### config.mk
export PLATFORM = sky130hd
export DESIGN_NAME = flood_mesh_receive_filter
export DESIGN_NICKNAME = d
export VERILOG_FILES = /design/src/hw/rtl/fmrf_pkg.sv /design/src/hw/rtl/flood_mesh_receive_filter.sv
export SDC_FILE = /design/constraint.sdc
export NUM_CORES = 2
export LEC_CHECK = 0
export ABC_AREA = 0
export BUFFER_PORTS_ARGS = -buffer_cell sky130_fd_sc_hd__buf_4
export CAP_MARGIN = 10
export CORE_UTILIZATION = 29
export CTS_BUF_LIST = sky130_fd_sc_hd__clkbuf_4 sky130_fd_sc_hd__clkbuf_8
export DETAILED_ROUTE_END_ITERATION = 16
export MAX_ROUTING_LAYER = met4
export PLACE_DENSITY_LB_ADDON = 0.08
export REMOVE_ABC_BUFFERS = 1
export SLEW_MARGIN = 20
export SYNTH_ARGS = -nofsm -noshare
export SYNTH_HDL_FRONTEND = slang
export SYNTH_SLANG_ARGS = --single-unit
### constraint.sdc
create_clock -name clk_i -period 10 [get_ports clk_i]
set_input_delay 1 -clock clk_i [delete_from_list [all_inputs] [get_ports clk_i]]
set_output_delay 1 -clock clk_i [all_outputs]
set_load 0.1 [all_outputs]
### src/hw/rtl/fmrf_pkg.sv
`default_nettype none

package fmrf_pkg;

  localparam int SlotW = 6;
  localparam int TtlW  = 4;

  localparam logic [31:0]     MagicReset = 32'h5373_4d65;
  localparam logic [TtlW-1:0] TtlReset   = 4'd4;

  typedef logic [0:0] cfg_index_t;

  localparam cfg_index_t CfgMagic = 1'd0;
  localparam cfg_index_t CfgTtl   = 1'd1;

  localparam logic [1:0] OpRx    = 2'd0;
  localparam logic [1:0] OpLocal = 2'd1;
  localparam logic [1:0] OpClear = 2'd2;

  localparam logic [7:0] KindMessage = 8'd1;

  typedef struct packed {
    logic [1:0]        opcode;
    logic              length_ok;
    logic [31:0]       pkt_magic;
    logic [7:0]        pkt_kind;
    logic [7:0]        hop_count;
    logic [31:0]       msg_id;
    logic [47:0]       src_mac;
    logic              from_self;
    logic signed [7:0] signal_level;
    logic [47:0]       now_time;
  } in_word_t;

  typedef struct packed {
    logic             accepted;
    logic [SlotW-1:0] peer_slot;
    logic             peer_replaced;
    logic             duplicate;
    logic             deliver;
    logic [SlotW-1:0] inbox_slot;
    logic             relay;
    logic [TtlW-1:0]  relay_ttl;
  } out_word_t;

endpackage

`default_nettype wire

### src/hw/rtl/flood_mesh_receive_filter.sv
// Receive filter of a flooding mesh node.
// The input channel (in_valid_i, in_stall_o, in_word_i) takes one word per
// received packet, locally originated id or inbox clear. The output channel
// (out_valid_o, out_stall_i, out_word_o) returns exactly one result word for
// each input word, in order. The configuration channel writes the magic word
// (index 0) and the hop limit (index 1) and is always ready.
// One word is worked on at a time by a small sequencer that steps through
// the tables one entry at a time. A received packet that passes the checks
// scans the peer table, scans timestamps for eviction when the table is full,
// writes the peer entry, scans the recent-id ring (skipped for a zero id) and
// finishes, after the accept state. A rejected packet or an inbox clear goes
// straight to the finish state; a local id scans the ring first.
// Reset clears the id ring, the peer count, the inbox pointers and restores
// the configuration defaults. A finished result waits in the output register
// while the receiver stalls; the next word is accepted meanwhile and its
// work proceeds until it, too, has to hand over its result.
`default_nettype none

module flood_mesh_receive_filter #(
  parameter int SEEN_DEPTH  = 32,
  parameter int PEER_DEPTH  = 12,
  parameter int INBOX_DEPTH = 16
) (
  input  wire                        clk_i,
  input  wire                        rst_ni,
  input  wire                        in_valid_i,
  output logic                       in_stall_o,
  input  wire fmrf_pkg::in_word_t    in_word_i,
  output logic                       out_valid_o,
  input  wire                        out_stall_i,
  output fmrf_pkg::out_word_t        out_word_o,
  input  wire                        cfg_valid_i,
  output logic                       cfg_ready_o,
  input  wire fmrf_pkg::cfg_index_t  cfg_index_i,
  input  wire [31:0]                 cfg_data_i
);
  import fmrf_pkg::*;

  localparam int SeenW   = (SEEN_DEPTH > 1) ? $clog2(SEEN_DEPTH) : 1;
  localparam int PeerW   = (PEER_DEPTH > 1) ? $clog2(PEER_DEPTH) : 1;
  localparam int InboxW  = (INBOX_DEPTH > 1) ? $clog2(INBOX_DEPTH) : 1;
  localparam int ScanMax = (SEEN_DEPTH > PEER_DEPTH) ? SEEN_DEPTH : PEER_DEPTH;
  localparam int IdxW    = $clog2(ScanMax + 1);
  localparam int CntW    = $clog2(PEER_DEPTH + 1);
  localparam int FillW   = $clog2(INBOX_DEPTH + 1);

  localparam logic [IdxW-1:0]   SeenLast  = IdxW'(SEEN_DEPTH - 1);
  localparam logic [IdxW-1:0]   PeerLast  = IdxW'(PEER_DEPTH - 1);
  localparam logic [CntW-1:0]   PeerFull  = CntW'(PEER_DEPTH);
  localparam logic [SeenW-1:0]  HeadLast  = SeenW'(SEEN_DEPTH - 1);
  localparam logic [InboxW-1:0] InboxLast = InboxW'(INBOX_DEPTH - 1);
  localparam logic [FillW-1:0]  FillFull  = FillW'(INBOX_DEPTH);

  localparam logic [2:0] S_IDLE  = 3'd0;
  localparam logic [2:0] S_PEER  = 3'd1;
  localparam logic [2:0] S_EVICT = 3'd2;
  localparam logic [2:0] S_PWR   = 3'd3;
  localparam logic [2:0] S_RING  = 3'd4;
  localparam logic [2:0] S_FIN   = 3'd5;

  logic [2:0]        state_q, state_d;
  logic [IdxW-1:0]   idx_q, idx_d;
  in_word_t          item_q, item_d;
  logic              acc_q, acc_d;
  logic [PeerW-1:0]  slot_q, slot_d;
  logic              found_q, found_d;
  logic              replaced_q, replaced_d;
  logic              dup_q, dup_d;
  logic [47:0]       best_q, best_d;
  logic [31:0]       magic_q, magic_d;
  logic [TtlW-1:0]   ttl_q, ttl_d;
  logic [SeenW-1:0]  recent_head_q, recent_head_d;
  logic [CntW-1:0]   peer_count_q, peer_count_d;
  logic [InboxW-1:0] inbox_head_q, inbox_head_d;
  logic [FillW-1:0]  inbox_fill_q, inbox_fill_d;
  logic [31:0]       msg_total_q, msg_total_d;
  logic              out_valid_q, out_valid_d;
  out_word_t         out_word_q, out_word_d;

  logic [31:0] recent_ids_q [SEEN_DEPTH];
  logic [47:0] peer_addr_q  [PEER_DEPTH];
  logic [47:0] peer_time_q  [PEER_DEPTH];
  logic [7:0]  peer_sig_q   [PEER_DEPTH];

  logic            ring_we;
  logic            peer_we;
  logic            ring_hit;
  logic            peer_hit;
  logic            older;
  logic            deliver;
  logic [TtlW-1:0] ttl_clamp;
  out_word_t       res;

  assign cfg_ready_o = 1'b1;
  assign in_stall_o  = (state_q != S_IDLE);
  assign out_valid_o = out_valid_q;
  assign out_word_o  = out_word_q;

  assign ring_hit = (recent_ids_q[idx_q[SeenW-1:0]] == item_q.msg_id);
  assign peer_hit = (peer_addr_q[idx_q[PeerW-1:0]] == item_q.src_mac);
  assign older    = (peer_time_q[idx_q[PeerW-1:0]] < best_q);

  assign ttl_clamp = (item_q.hop_count > {4'd0, ttl_q}) ? ttl_q : item_q.hop_count[TtlW-1:0];
  assign deliver   = acc_q && (item_q.pkt_kind == KindMessage) && !dup_q;

  always_comb begin
    res               = '0;
    res.accepted      = acc_q;
    res.peer_slot     = acc_q ? SlotW'(slot_q) : '0;
    res.peer_replaced = replaced_q;
    res.duplicate     = dup_q;
    res.deliver       = deliver;
    if (deliver) begin
      res.inbox_slot = SlotW'(inbox_head_q);
      if (ttl_clamp > 4'd1) begin
        res.relay     = 1'b1;
        res.relay_ttl = ttl_clamp - 4'd1;
      end
    end
  end

  always_comb begin
    state_d       = state_q;
    idx_d         = idx_q;
    item_d        = item_q;
    acc_d         = acc_q;
    slot_d        = slot_q;
    found_d       = found_q;
    replaced_d    = replaced_q;
    dup_d         = dup_q;
    best_d        = best_q;
    magic_d       = magic_q;
    ttl_d         = ttl_q;
    recent_head_d = recent_head_q;
    peer_count_d  = peer_count_q;
    inbox_head_d  = inbox_head_q;
    inbox_fill_d  = inbox_fill_q;
    msg_total_d   = msg_total_q;
    out_valid_d   = out_valid_q && out_stall_i;
    out_word_d    = out_word_q;
    ring_we       = 1'b0;
    peer_we       = 1'b0;

    if (cfg_valid_i) begin
      unique case (cfg_index_i)
        CfgMagic: magic_d = cfg_data_i;
        CfgTtl:   ttl_d   = cfg_data_i[TtlW-1:0];
        default:  ;
      endcase
    end

    unique case (state_q)
      S_IDLE: begin
        if (in_valid_i) begin
          item_d     = in_word_i;
          idx_d      = '0;
          found_d    = 1'b0;
          replaced_d = 1'b0;
          dup_d      = 1'b0;
          acc_d      = (in_word_i.opcode == OpRx) && in_word_i.length_ok &&
                       (in_word_i.pkt_magic == magic_q) && !in_word_i.from_self;
          if ((in_word_i.opcode == OpRx) && acc_d) begin
            state_d = S_PEER;
          end else if (in_word_i.opcode == OpLocal) begin
            state_d = S_RING;
          end else begin
            state_d = S_FIN;
          end
        end
      end
      S_PEER: begin
        if (idx_q == IdxW'(peer_count_q)) begin
          if (peer_count_q == PeerFull) begin
            idx_d   = '0;
            state_d = S_EVICT;
          end else begin
            slot_d       = PeerW'(peer_count_q);
            peer_count_d = peer_count_q + 1'b1;
            state_d      = S_PWR;
          end
        end else if (peer_hit) begin
          slot_d  = idx_q[PeerW-1:0];
          found_d = 1'b1;
          state_d = S_PWR;
        end else begin
          idx_d = idx_q + 1'b1;
        end
      end
      S_EVICT: begin
        if ((idx_q == '0) || older) begin
          best_d = peer_time_q[idx_q[PeerW-1:0]];
          slot_d = idx_q[PeerW-1:0];
        end
        if (idx_q == PeerLast) begin
          replaced_d = 1'b1;
          state_d    = S_PWR;
        end else begin
          idx_d = idx_q + 1'b1;
        end
      end
      S_PWR: begin
        peer_we = 1'b1;
        idx_d   = '0;
        state_d = (item_q.msg_id != '0) ? S_RING : S_FIN;
      end
      S_RING: begin
        if (ring_hit) begin
          dup_d   = 1'b1;
          state_d = S_FIN;
        end else if (idx_q == SeenLast) begin
          ring_we       = 1'b1;
          recent_head_d = (recent_head_q == HeadLast) ? '0 : recent_head_q + 1'b1;
          state_d       = S_FIN;
        end else begin
          idx_d = idx_q + 1'b1;
        end
      end
      S_FIN: begin
        if (!out_valid_q || !out_stall_i) begin
          out_valid_d = 1'b1;
          out_word_d  = res;
          if (deliver) begin
            msg_total_d  = msg_total_q + 32'd1;
            inbox_head_d = (inbox_head_q == InboxLast) ? '0 : inbox_head_q + 1'b1;
            if (inbox_fill_q != FillFull) begin
              inbox_fill_d = inbox_fill_q + 1'b1;
            end
          end
          if (item_q.opcode == OpClear) begin
            inbox_fill_d = '0;
          end
          state_d = S_IDLE;
        end
      end
      default: state_d = S_IDLE;
    endcase
  end

  always_ff @(posedge clk_i or negedge rst_ni) begin
    if (!rst_ni) begin
      state_q       <= S_IDLE;
      magic_q       <= MagicReset;
      ttl_q         <= TtlReset;
      recent_head_q <= '0;
      peer_count_q  <= '0;
      inbox_head_q  <= '0;
      inbox_fill_q  <= '0;
      msg_total_q   <= '0;
      out_valid_q   <= 1'b0;
      for (int i = 0; i < SEEN_DEPTH; i++) begin
        recent_ids_q[i] <= '0;
      end
    end else begin
      state_q       <= state_d;
      magic_q       <= magic_d;
      ttl_q         <= ttl_d;
      recent_head_q <= recent_head_d;
      peer_count_q  <= peer_count_d;
      inbox_head_q  <= inbox_head_d;
      inbox_fill_q  <= inbox_fill_d;
      msg_total_q   <= msg_total_d;
      out_valid_q   <= out_valid_d;
      if (ring_we) begin
        recent_ids_q[recent_head_q] <= item_q.msg_id;
      end
    end
  end

  always_ff @(posedge clk_i) begin
    idx_q      <= idx_d;
    item_q     <= item_d;
    acc_q      <= acc_d;
    slot_q     <= slot_d;
    found_q    <= found_d;
    replaced_q <= replaced_d;
    dup_q      <= dup_d;
    best_q     <= best_d;
    out_word_q <= out_word_d;
    if (peer_we) begin
      if (!found_q) begin
        peer_addr_q[slot_q] <= item_q.src_mac;
      end
      peer_time_q[slot_q] <= item_q.now_time;
      peer_sig_q[slot_q]  <= item_q.signal_level;
    end
  end

  a_peer_count_bound: assert property (@(posedge clk_i) disable iff (!rst_ni)
    peer_count_q <= PeerFull)
    else $error("peer count exceeds table depth");

  a_inbox_fill_bound: assert property (@(posedge clk_i) disable iff (!rst_ni)
    inbox_fill_q <= FillFull)
    else $error("inbox fill exceeds inbox depth");

  a_no_overwrite: assert property (@(posedge clk_i) disable iff (!rst_ni)
    (state_q == S_FIN) && out_valid_q && out_stall_i |=>
      out_valid_q && $stable(out_word_q))
    else $error("pending result overwritten");

  a_deliver_new: assert property (@(posedge clk_i) disable iff (!rst_ni)
    out_valid_q && out_word_q.deliver |-> out_word_q.accepted && !out_word_q.duplicate)
    else $error("delivery of a rejected or duplicate word");

  a_relay_delivered: assert property (@(posedge clk_i) disable iff (!rst_ni)
    out_valid_q && out_word_q.relay |-> out_word_q.deliver && (out_word_q.relay_ttl != '0))
    else $error("relay without delivery");

endmodule

`default_nettype wire
==> out/metrics.csv <==
stage,metric,value,unit
status,status,"finished, final reports clean",
synth,yosys-top-cells-area,"sky130_fd_sc_hd__edfxtp_1 40%, sky130_fd_sc_hd__dfrtp_1 26%, sky130_fd_sc_hd__mux2_2 12%, sky130_fd_sc_hd__mux4_2 9.1%, sky130_fd_sc_hd__mux2i_1 3.6%",
detailed_routing,routed_wire_length_per_instance,25.7,um
finish,stdcell_area,121000,um2
global_route,grt_max_degree,161,
timing,fmax,145,MHz
worst_setup_path,flop_to_flop_setup_slack,3.11,ns
die,floorplan.core_area,353000,um2
timing,final_critical_period,6.89,ns
synth,yosys_most_used_dff,sky130_fd_sc_hd__edfxtp_1,
power_and_ir_drop,p_leak,47.6,nW
timing,setup-violations-final,0,
synth,post_synth.cell_area_avg,17.4,um2
detailed_routing,number_of_design_rule_violations_left_by_the_first_detailed_router_iteration,2911,
finish,area_delta_synth_final,18.0,%
detailed_routing,drt_pass1_iterations,7,
hold_path,hold_class,primary input to flop,
detailed_routing,wl_met2,137,mm
synth,post-synth-top-count-cell,sky130_fd_sc_hd__edfxtp_1,
power_and_ir_drop,max-vdd-ir-drop,0.000160,V
worst_setup_path,worst-setup-path-type,flop to flop,
timing,unrepaired_setup_endpoints_after_global_routing,false,
placed_design,detailed_place.area,111000,um2
cts,cts-buffers-inserted,446,
detailed_routing,routed_wirelength,298,mm
synth,synth.top_cell.area_share,40.2,%
cts,cts.path.max_buffers,4,
global_route,grt_overflow,0,
synth,post-synth-top-area-cell,sky130_fd_sc_hd__edfxtp_1,
worst_setup_path,endpoint_kind,flop,
placed_design,numPortBuffers,236,
cts,clock-root-buffer,sky130_fd_sc_hd__clkbuf_8,
synth,synthesized_flop_and_latch_total,2456,
synth,cell_area_after_synthesis,103000,um2
timing,timing_max_transition_violations_final,0,
worst_setup_path,worstSetupStartpointType,flop,
synth,synth_warnings,0,
finish,fillerInstances,33875,
detailed_routing,detail_route.drc_violations,0,
cts,tritoncts,done,
detailed_routing,vias_per_cell,4.76,
cts,cts_post_setup_buffers_inserted,0,
detailed_routing,routed-via-count,55194,
placed_design,dp_hpwl,166,mm
global_route,initial_antenna_violation_count,21,
power_and_ir_drop,cellPowerDensity,228,nW/um2
global_route,grt_first_pass_wirelength,433,mm
worst_setup_path,reg_to_reg_critical_path_startpoint,idx_q[2]$_DFFE_PP_,
placed_design,place_congestion,0.732,
hold_path,hold_path.startpoint,in_word_i[86],
timing,timing_worst_slew_pin_value,1.15,ns
die,chipHeight,597,um
placed_design,post-place-ws,3.06,ns
timing,setup_ws,3.11,ns
worst_setup_path,worstReg2RegEnd,recent_ids_q[255]$_DFFE_PN0P_,
die,initial_core_util,29.2,%
synth,synth_common_cells,"1,375 x sky130_fd_sc_hd__edfxtp_1, 1,070 x sky130_fd_sc_hd__mux2_2, 1,059 x sky130_fd_sc_hd__dfrtp_1",
detailed_routing,route.met3.wl,12.1,mm
die,fp.dieArea,357000,um2
detailed_routing,highest_layer,met4,
die,rows,218,
finish,share_of_layout_cells_above_drive_strength_1,39.9,%
flow_run,cap_violations,0,
hold_path,worst_hold_path.endpoint,item_q[86]$_DFFE_PP_,
worst_setup_path,timing.reg2reg.worst_path_depth,12,
die,die_x,597,um
timing,min_period_over_period,68.9,%
global_route,grt_pass1_vias,59928,
cts,holdBufCountCts,148,
cts,clock_latency,1.10,ns
finish,finish.net_count,6761,
worst_setup_path,crit_fanout,71,
timing,timing.max_slew.rel_slack,22.3,%
die,io_pins,250,
synth,yosys.cell_types.count,73,
worst_setup_path,worst_path_arrival_time,7.82,ns
detailed_routing,detail_route.wirelength.met1,142,mm
cts,cts_resized,0,
cts,clock-sinks,2456,
detailed_routing,ant_nets,0,
timing,clock_skew,0.0729,ns
synth,share_of_flip_flops_with_an_asynchronous_set_or_reset_after_synthesis,43.9,%
synth,post_synthesis_cells,5893,
synth,number_of_flops_mapped_to_enable_cells_by_yosys,1375,
hold_path,hold_depth,1,
worst_setup_path,critical_path_required,10.93,ns
timing,finalHoldViolations,0,
global_route,gr-usage-all-layers,17.1,%
cts,clk_pin_slew_worst_paths,0.06,ns
synth,synth_seq_area_share,66.5,%
cts,cts.htree.levels,5,
per-stage QoR:
step / setup TNS [ns] / instances / hold slack, ns / utilization, % / total power (W)
after floorplan: -5399.99 / 5469 / 0.400 / - / 0.0173
after global placement: 0 / 10605 / 0.418 / 31.4 / 0.0183
after detailed placement: 0 / 10606 / 0.409 / 31.4 / 0.0183
after CTS: 0 / 11567 / 0.00148 / 34.4 / 0.0283
after global routing: 0 / 11578 / 0.0159 / 34.4 / 0.0291
final: 0 / 11588 / 0.135 / 34.4 / 0.0277
worst max path at each step:
stage | startpoint | to | slack, ns
3_3_place_gp | idx_q[2]$_DFFE_PP_ | recent_ids_q[164]$_DFFE_PN0P_ | 3.06
2_1_floorplan | flop | slot_q[0]$_DFFE_PP_ | -8.29
4_1_cts | idx_q[2]$_DFFE_PP_ | recent_ids_q[49]$_DFFE_PN0P_ | 3.00
3_5_place_dp | idx_q[2]$_DFFE_PP_ | recent_ids_q[165]$_DFFE_PN0P_ | 3.06
6_report | idx_q[2]$_DFFE_PP_ | recent_ids_q[255]$_DFFE_PN0P_ | 3.11
5_1_grt | idx_q[2]$_DFFE_PP_ | recent_ids_q[37]$_DFFE_PN0P_ | 2.97
metal layers:
metal / vias up / GRT usage (%)
met3: 496 / 2.57
met4: 0 / 4.13
met1: 29594 / 23.7
met2: 1033 / 26.4
li1: 24071 / -
met5: - / -
critical path, cell delays in order (launching register included):
cell and delay, ns:
sky130_fd_sc_hd__edfxtp_1 0.85, sky130_fd_sc_hd__buf_12 0.46, sky130_fd_sc_hd__mux4_2 0.40, sky130_fd_sc_hd__a22o_1 0.27
sky130_fd_sc_hd__a221oi_1 0.68, sky130_fd_sc_hd__nand3_1 0.20, sky130_fd_sc_hd__xnor2_1 0.51, sky130_fd_sc_hd__nand4_1 0.45
sky130_fd_sc_hd__or4_1 0.81, sky130_fd_sc_hd__o21ai_2 0.80, sky130_fd_sc_hd__nor2_4 0.38, sky130_fd_sc_hd__buf_4 0.42
sky130_fd_sc_hd__mux2_2 0.34
power breakdown:
group | internal [W] | leakage, nW | total [W] | switching, W
Sequential | 0.0111 | 27.4 | 0.0115 | 0.000386
Clock | 0.00541 | 4.85 | 0.00979 | 0.00438
Combinational | 0.00255 | 15.3 | 0.00641 | 0.00386
registers in the layout, summed over array words and instances (netlist names), 3 cells and up, named ones only:
signal	count
best_q	48
idx_q	6
inbox_head_q	4
item_q	144
magic_q	32
out_word_o	17
peer_addr_q	576
peer_count_q	4
peer_time_q	576
recent_head_q	5
recent_ids_q	1024
slot_q	4
state_q	3
ttl_q	4
cells by family after synthesis:
kind of cell,Yosys count,share of synthesized area [%]
flops,2456,66.5
mux,1856,24.4
buf+inv,504,2.11
simple gates,478,2.35
compound gates,392,2.65
xor+xnor,142,1.21
fa+ha+maj,63,0.767
other cells,2,0.00730
cells in the final DEF (no fill, tap or decap), drive strengths merged, types with 44 or more instances in the layout:
cell         instances
edfxtp            1375
mux2              1070
dfrtp             1059
clkbuf             641
mux4               416
buf                407
mux2i              370
dlygate4sd3        148
clkinv             140
nand2              118
nor2               102
a22oi               95
o21ai               90
xnor2               87
inv                 87
ha                  63
nand3               60
xor2                55
nand4               44
area by class of cell:
type | instances | area, um2 | area share, %
inverter | 77 | 297 | 0.244
timing repair buffer | 555 | 4780 | 3.94
multi-input combinational | 2936 | 32800 | 27.0
sequential | 2456 | 68400 | 56.3
tap | 4730 | 5920 | 4.88
clock buffer | 641 | 7990 | 6.59
clock inverter | 172 | 1140 | 0.940
antenna | 21 | 52.6 | 0.0433
Power figures use the tool's default switching activity.
